==> config.mk <==
export PLATFORM = sky130hd
export DESIGN_NAME = rmtw_ctrl
export DESIGN_NICKNAME = d
export VERILOG_FILES = /design/src/design/rmtw_pkg.sv /design/src/design/rmtw_ctrl.sv
export SDC_FILE = /design/constraint.sdc
export NUM_CORES = 1
export LEC_CHECK = 0
export BUFFER_PORTS_ARGS = -buffer_cell sky130_fd_sc_hd__buf_2
export CORE_AREA = 10 10 47 49
export DETAILED_ROUTE_END_ITERATION = 6
export DIE_AREA = 0 0 57 59
export PLACE_DENSITY = 0.64
export REMOVE_ABC_BUFFERS = 1
export SETUP_SLACK_MARGIN = 0.02
export SLEW_MARGIN = 10
export SYNTH_ARGS = -nofsm -noshare
export SYNTH_HDL_FRONTEND = slang
export SYNTH_SLANG_ARGS = --single-unit
==> constraint.sdc <==
create_clock -name clk -period 2.49 [get_ports clk]
set_input_delay 0.3735 -clock clk [delete_from_list [all_inputs] [get_ports clk]]
set_output_delay 0.3735 -clock clk [all_outputs]
set_load 0.02 [all_outputs]
==> src/design/rmtw_pkg.sv <==
`timescale 1ns / 1ps
`default_nettype none

package rmtw_pkg;

  // Fixed field and accumulator widths.
  localparam int TS_W     = 48;
  localparam int SAMPLE_W = 32;
  localparam int WSUM_W   = 64;
  localparam int CNT_W    = 32;

  // The sample magnitude is multiplied by the tick delta in two 24-bit halves.
  localparam int MUL_W    = 48;
  localparam int MUL_HALF = 24;
  localparam int PP_W     = SAMPLE_W + MUL_HALF;
  localparam int PROD_W   = SAMPLE_W + MUL_W;

  // The restoring divider produces one quotient bit per step.
  localparam int QUO_W    = 64;
  localparam int STEP_W   = 6;

  // Commands from the controller to the datapath.
  typedef struct packed {
    logic capture;
    logic dt_load;
    logic mul_lo;
    logic mul_hi;
    logic prod_sum;
    logic prod_sat;
    logic acc;
    logic div_init;
    logic div_step;
    logic out_load;
  } rmtw_cmd_t;

  // Status from the datapath to the controller.
  typedef struct packed {
    logic mode_tw;
    logic elapsed_nz;
    logic div_last;
    logic out_free;
  } rmtw_stat_t;

endpackage

`default_nettype wire

==> src/design/rmtw_ctrl.sv <==
`timescale 1ns / 1ps
`default_nettype none

module rmtw_ctrl (
  input  logic                   clk,
  input  logic                   rst,
  input  logic                   in_valid,
  input  logic                   sample_missing,
  output logic                   in_ready,
  input  rmtw_pkg::rmtw_stat_t   stat,
  output rmtw_pkg::rmtw_cmd_t    cmd
);
  import rmtw_pkg::*;

  localparam logic [3:0] S_IDLE  = 4'd0;
  localparam logic [3:0] S_DT    = 4'd1;
  localparam logic [3:0] S_MLO   = 4'd2;
  localparam logic [3:0] S_MHI   = 4'd3;
  localparam logic [3:0] S_SUM   = 4'd4;
  localparam logic [3:0] S_SAT   = 4'd5;
  localparam logic [3:0] S_ACC   = 4'd6;
  localparam logic [3:0] S_DINIT = 4'd7;
  localparam logic [3:0] S_DIV   = 4'd8;
  localparam logic [3:0] S_DONE  = 4'd9;

  logic [3:0] state;
  logic [3:0] state_next;

  // State register.
  always_ff @(posedge clk) begin
    if (rst) begin
      state <= S_IDLE;
    end else begin
      state <= state_next;
    end
  end

  assign in_ready = (state == S_IDLE);

  // Next state and command decode.
  always_comb begin
    state_next = state;
    cmd        = '0;
    case (state)
      S_IDLE: begin
        cmd.capture = in_valid;
        if (in_valid) begin
          if (stat.mode_tw) begin
            state_next = S_DT;
          end else if (!sample_missing) begin
            state_next = S_ACC;
          end
        end
      end
      S_DT: begin
        cmd.dt_load = 1'b1;
        state_next  = S_MLO;
      end
      S_MLO: begin
        cmd.mul_lo = 1'b1;
        state_next = S_MHI;
      end
      S_MHI: begin
        cmd.mul_hi = 1'b1;
        state_next = S_SUM;
      end
      S_SUM: begin
        cmd.prod_sum = 1'b1;
        state_next   = S_SAT;
      end
      S_SAT: begin
        cmd.prod_sat = 1'b1;
        state_next   = S_ACC;
      end
      S_ACC: begin
        cmd.acc = 1'b1;
        // Time-weighted mode gives no result while no time has accumulated.
        if (!stat.mode_tw || stat.elapsed_nz) begin
          state_next = S_DINIT;
        end else begin
          state_next = S_IDLE;
        end
      end
      S_DINIT: begin
        cmd.div_init = 1'b1;
        state_next   = S_DIV;
      end
      S_DIV: begin
        cmd.div_step = 1'b1;
        if (stat.div_last) begin
          state_next = S_DONE;
        end
      end
      S_DONE: begin
        if (stat.out_free) begin
          cmd.out_load = 1'b1;
          state_next   = S_IDLE;
        end
      end
      default: begin
        state_next = S_IDLE;
      end
    endcase
  end

endmodule

`default_nettype wire

==> impl_metrics.toml <==
[status]
outcome = "complete, no violations"

[pwr]
total_power_mw = 0.371
pwr-share-comb = 0.463
p_leak_nw = 0.216
clkPwrFrac = 0.213
pwr-share-seq = 0.324
p_int_mw = 0.207
powerDensity_nw_per_um2 = 787
ir_drop_mv = 0.325
p_sw_frac = 0.442
p_switching_mw = 0.164

[clocking]
path_clk_slew_ns = 0.04
numCtsBuffers = 3
postCtsHoldBufs = 0
postCtsSetupBuffers = 0
cts_root_buf = "clkbuf_4"
htreeDepth = 1
clkSinkCount = 4
cts-resized-gates = 0
clock_path_buffers = 2
clkLatencyLatePin_ns = 0.23
cts_tree = "built"

[setup_path]
path_max_fanout = 13
crit_family = "simple AND/OR/NAND/NOR gates"
required_ns = 2.12
path_buf_inv = 1
cp_slowest_stage_delay_ns = 0.43
end_kind = "output port"
startpoint_type = "flip-flop"
path_cells = "nor4_2, and2_1, buf_2"
critPathSlowestCell = "dfxtp_1"
crit_type = "flip-flop to output port"
arrival_ns = 1.39

[logic_synthesis]
seq_area_frac_synth = 0.215
synth_area_um2 = 373
synth_cell_types = 25
synthArstFlopShare = 0
ys.flop_type = "dfxtp_1"
synthCells = 52
ys_ff_latch = 4
synth-edff-count = 0
synth_area_per_cell_um2 = 7.17
yosysWarningCount = 0

[floorplanning]
die_w_um = 57
start_util = 0.266
rows = 14
ios = 19
die_y_um = 59
placeableCoreArea_um2 = 1400
dieArea_um2 = 3360

[min_path]
hold_path_class = "input pin to flip-flop"

[sta]
hold_viol = 0
setup_viol = 0
min_period_over_period = 0.710
fin_skew_ns = 0.00306
drv_slew = 0
rsz0062_at_grt = "false"
setup_slack_ns = 0.723
fmax_mhz = 566
min_period_ns = 1.77
worst_slew_pin_slew_ns = 0.455
timing.setup.tns_ns = 0
max-slew-margin-rel = 0.696

[final_layout]
largest_reg_flops = 4
layout_common_cells = "18 x buf_2, 7 x nor2_1, 6 x nor3_1"
fin_nets = 79
mostFrequentLayoutCell = "buf_2"
drive_above_1_share = 0.348
top_register = "state"
register_area_um2 = 80.1
antenna_cells = 0
fill_cells = 161
design_area_um2 = 472
top_regs = "state: 4 flops"
area_growth_pct = 26.5
multi_input_area_um2 = 251

[placed_design]
place_congestion = 0.793
port_buffers = 18
dp_hpwl_um = 800
pre_cts_ws_ns = 0.953
dpl-instance-area_um2 = 449

[route]
drc = 0
antenna_left = 0
totalWireLength_um = 1040
drt_first_pass_iters = 3
wire_per_inst_um = 12.2
viasPerCell = 4.92
drt_iter0_markers = 1
vias = 418

[global_route]
grt_max_degree = 16
gr-usage-met2 = 0.0899
grt-ovfl-total = 0
grt-busiest-layer = "met2"
first_global_vias = 411
met1_usage = 0.0739
grtUsageMet3 = 0.0172
grt_pass1_wl_um = 1740
grtUsageTotal = 0.0606
antenna_found_initial = 0

[flow_run]
cap_violations = 0
==> final timing paths <==
check                           endpoint      from  depth (start not counted)  slack, ns
worst min-delay path            state[0]   stat[1]                          3       0.47
worst max-delay path              cmd[9]  state[0]                          3       0.72
worst max register to register  state[0]  state[2]                          4       1.16
worst min register to register  state[2]  state[3]                          1       0.66
==> worst min-delay path: cells and delay by family <==
family	cells	cell delay (ns)
buffers and inverters	1	0.09
and+or+nand+nor	2	0.20
==> metrics by stage <==
| step | cells | util | hold WS (ns) |
|---|---|---|---|
| after floorplan | 48 | - | 0.584 |
| final | 85 | 0.337 | 0.474 |
| after global placement | 82 | 0.321 | 0.629 |
| after global routing | 85 | 0.337 | 0.488 |
| after detailed placement | 82 | 0.321 | 0.649 |
| after CTS | 85 | 0.337 | 0.467 |
==> logic make-up (layout without fill, tap and decap cells) <==
| logic type | Yosys count | count (layout) | share of synthesized area |
|---|---|---|---|
| buf+inv | 6 | 23 | 0.111 |
| compound gates | 12 | 12 | 0.215 |
| simple gates | 30 | 30 | 0.460 |
| flops | 4 | 4 | 0.215 |
==> cell usage after synthesis, types with 2 or more instances <==
cell type | count | area [um2]
o21ai_1 | 3 | 15.0
buf_4 | 3 | 22.5
nand2b_1 | 4 | 25.0
a21oi_1 | 2 | 10.0
nor2_1 | 7 | 26.3
nor4_1 | 2 | 12.5
nor3_1 | 6 | 30.0
dfxtp_1 | 4 | 80.1
inv_1 | 2 | 7.51
nand2_1 | 4 | 15.0
==> power by group through the flow <==
stage / clock, mW / sequential, mW / combinational [mW]
4_1_cts: 0.0834 / 0.121 / 0.175
6_report: 0.0790 / 0.120 / 0.172
3_5_place_dp: 0 / 0.122 / 0.174
2_1_floorplan: 0 / 0.110 / 0.127
5_1_grt: 0.0868 / 0.127 / 0.191
3_3_place_gp: 0 / 0.119 / 0.173
==> cell type report <==
type	instances	share of cell area
tap	16	0.0424
inverter	2	0.0159
timing repair buffer	18	0.191
multi-input combinational	42	0.533
sequential	4	0.170
clock buffer	3	0.0477
==> metal layers <==
metal,part of all wire,up-vias
met5,0,-
met1,0.51,184
met4,0,0
met2,0.40,15
li1,-,219
met3,0.087,0
Power figures use the tool's default switching activity.
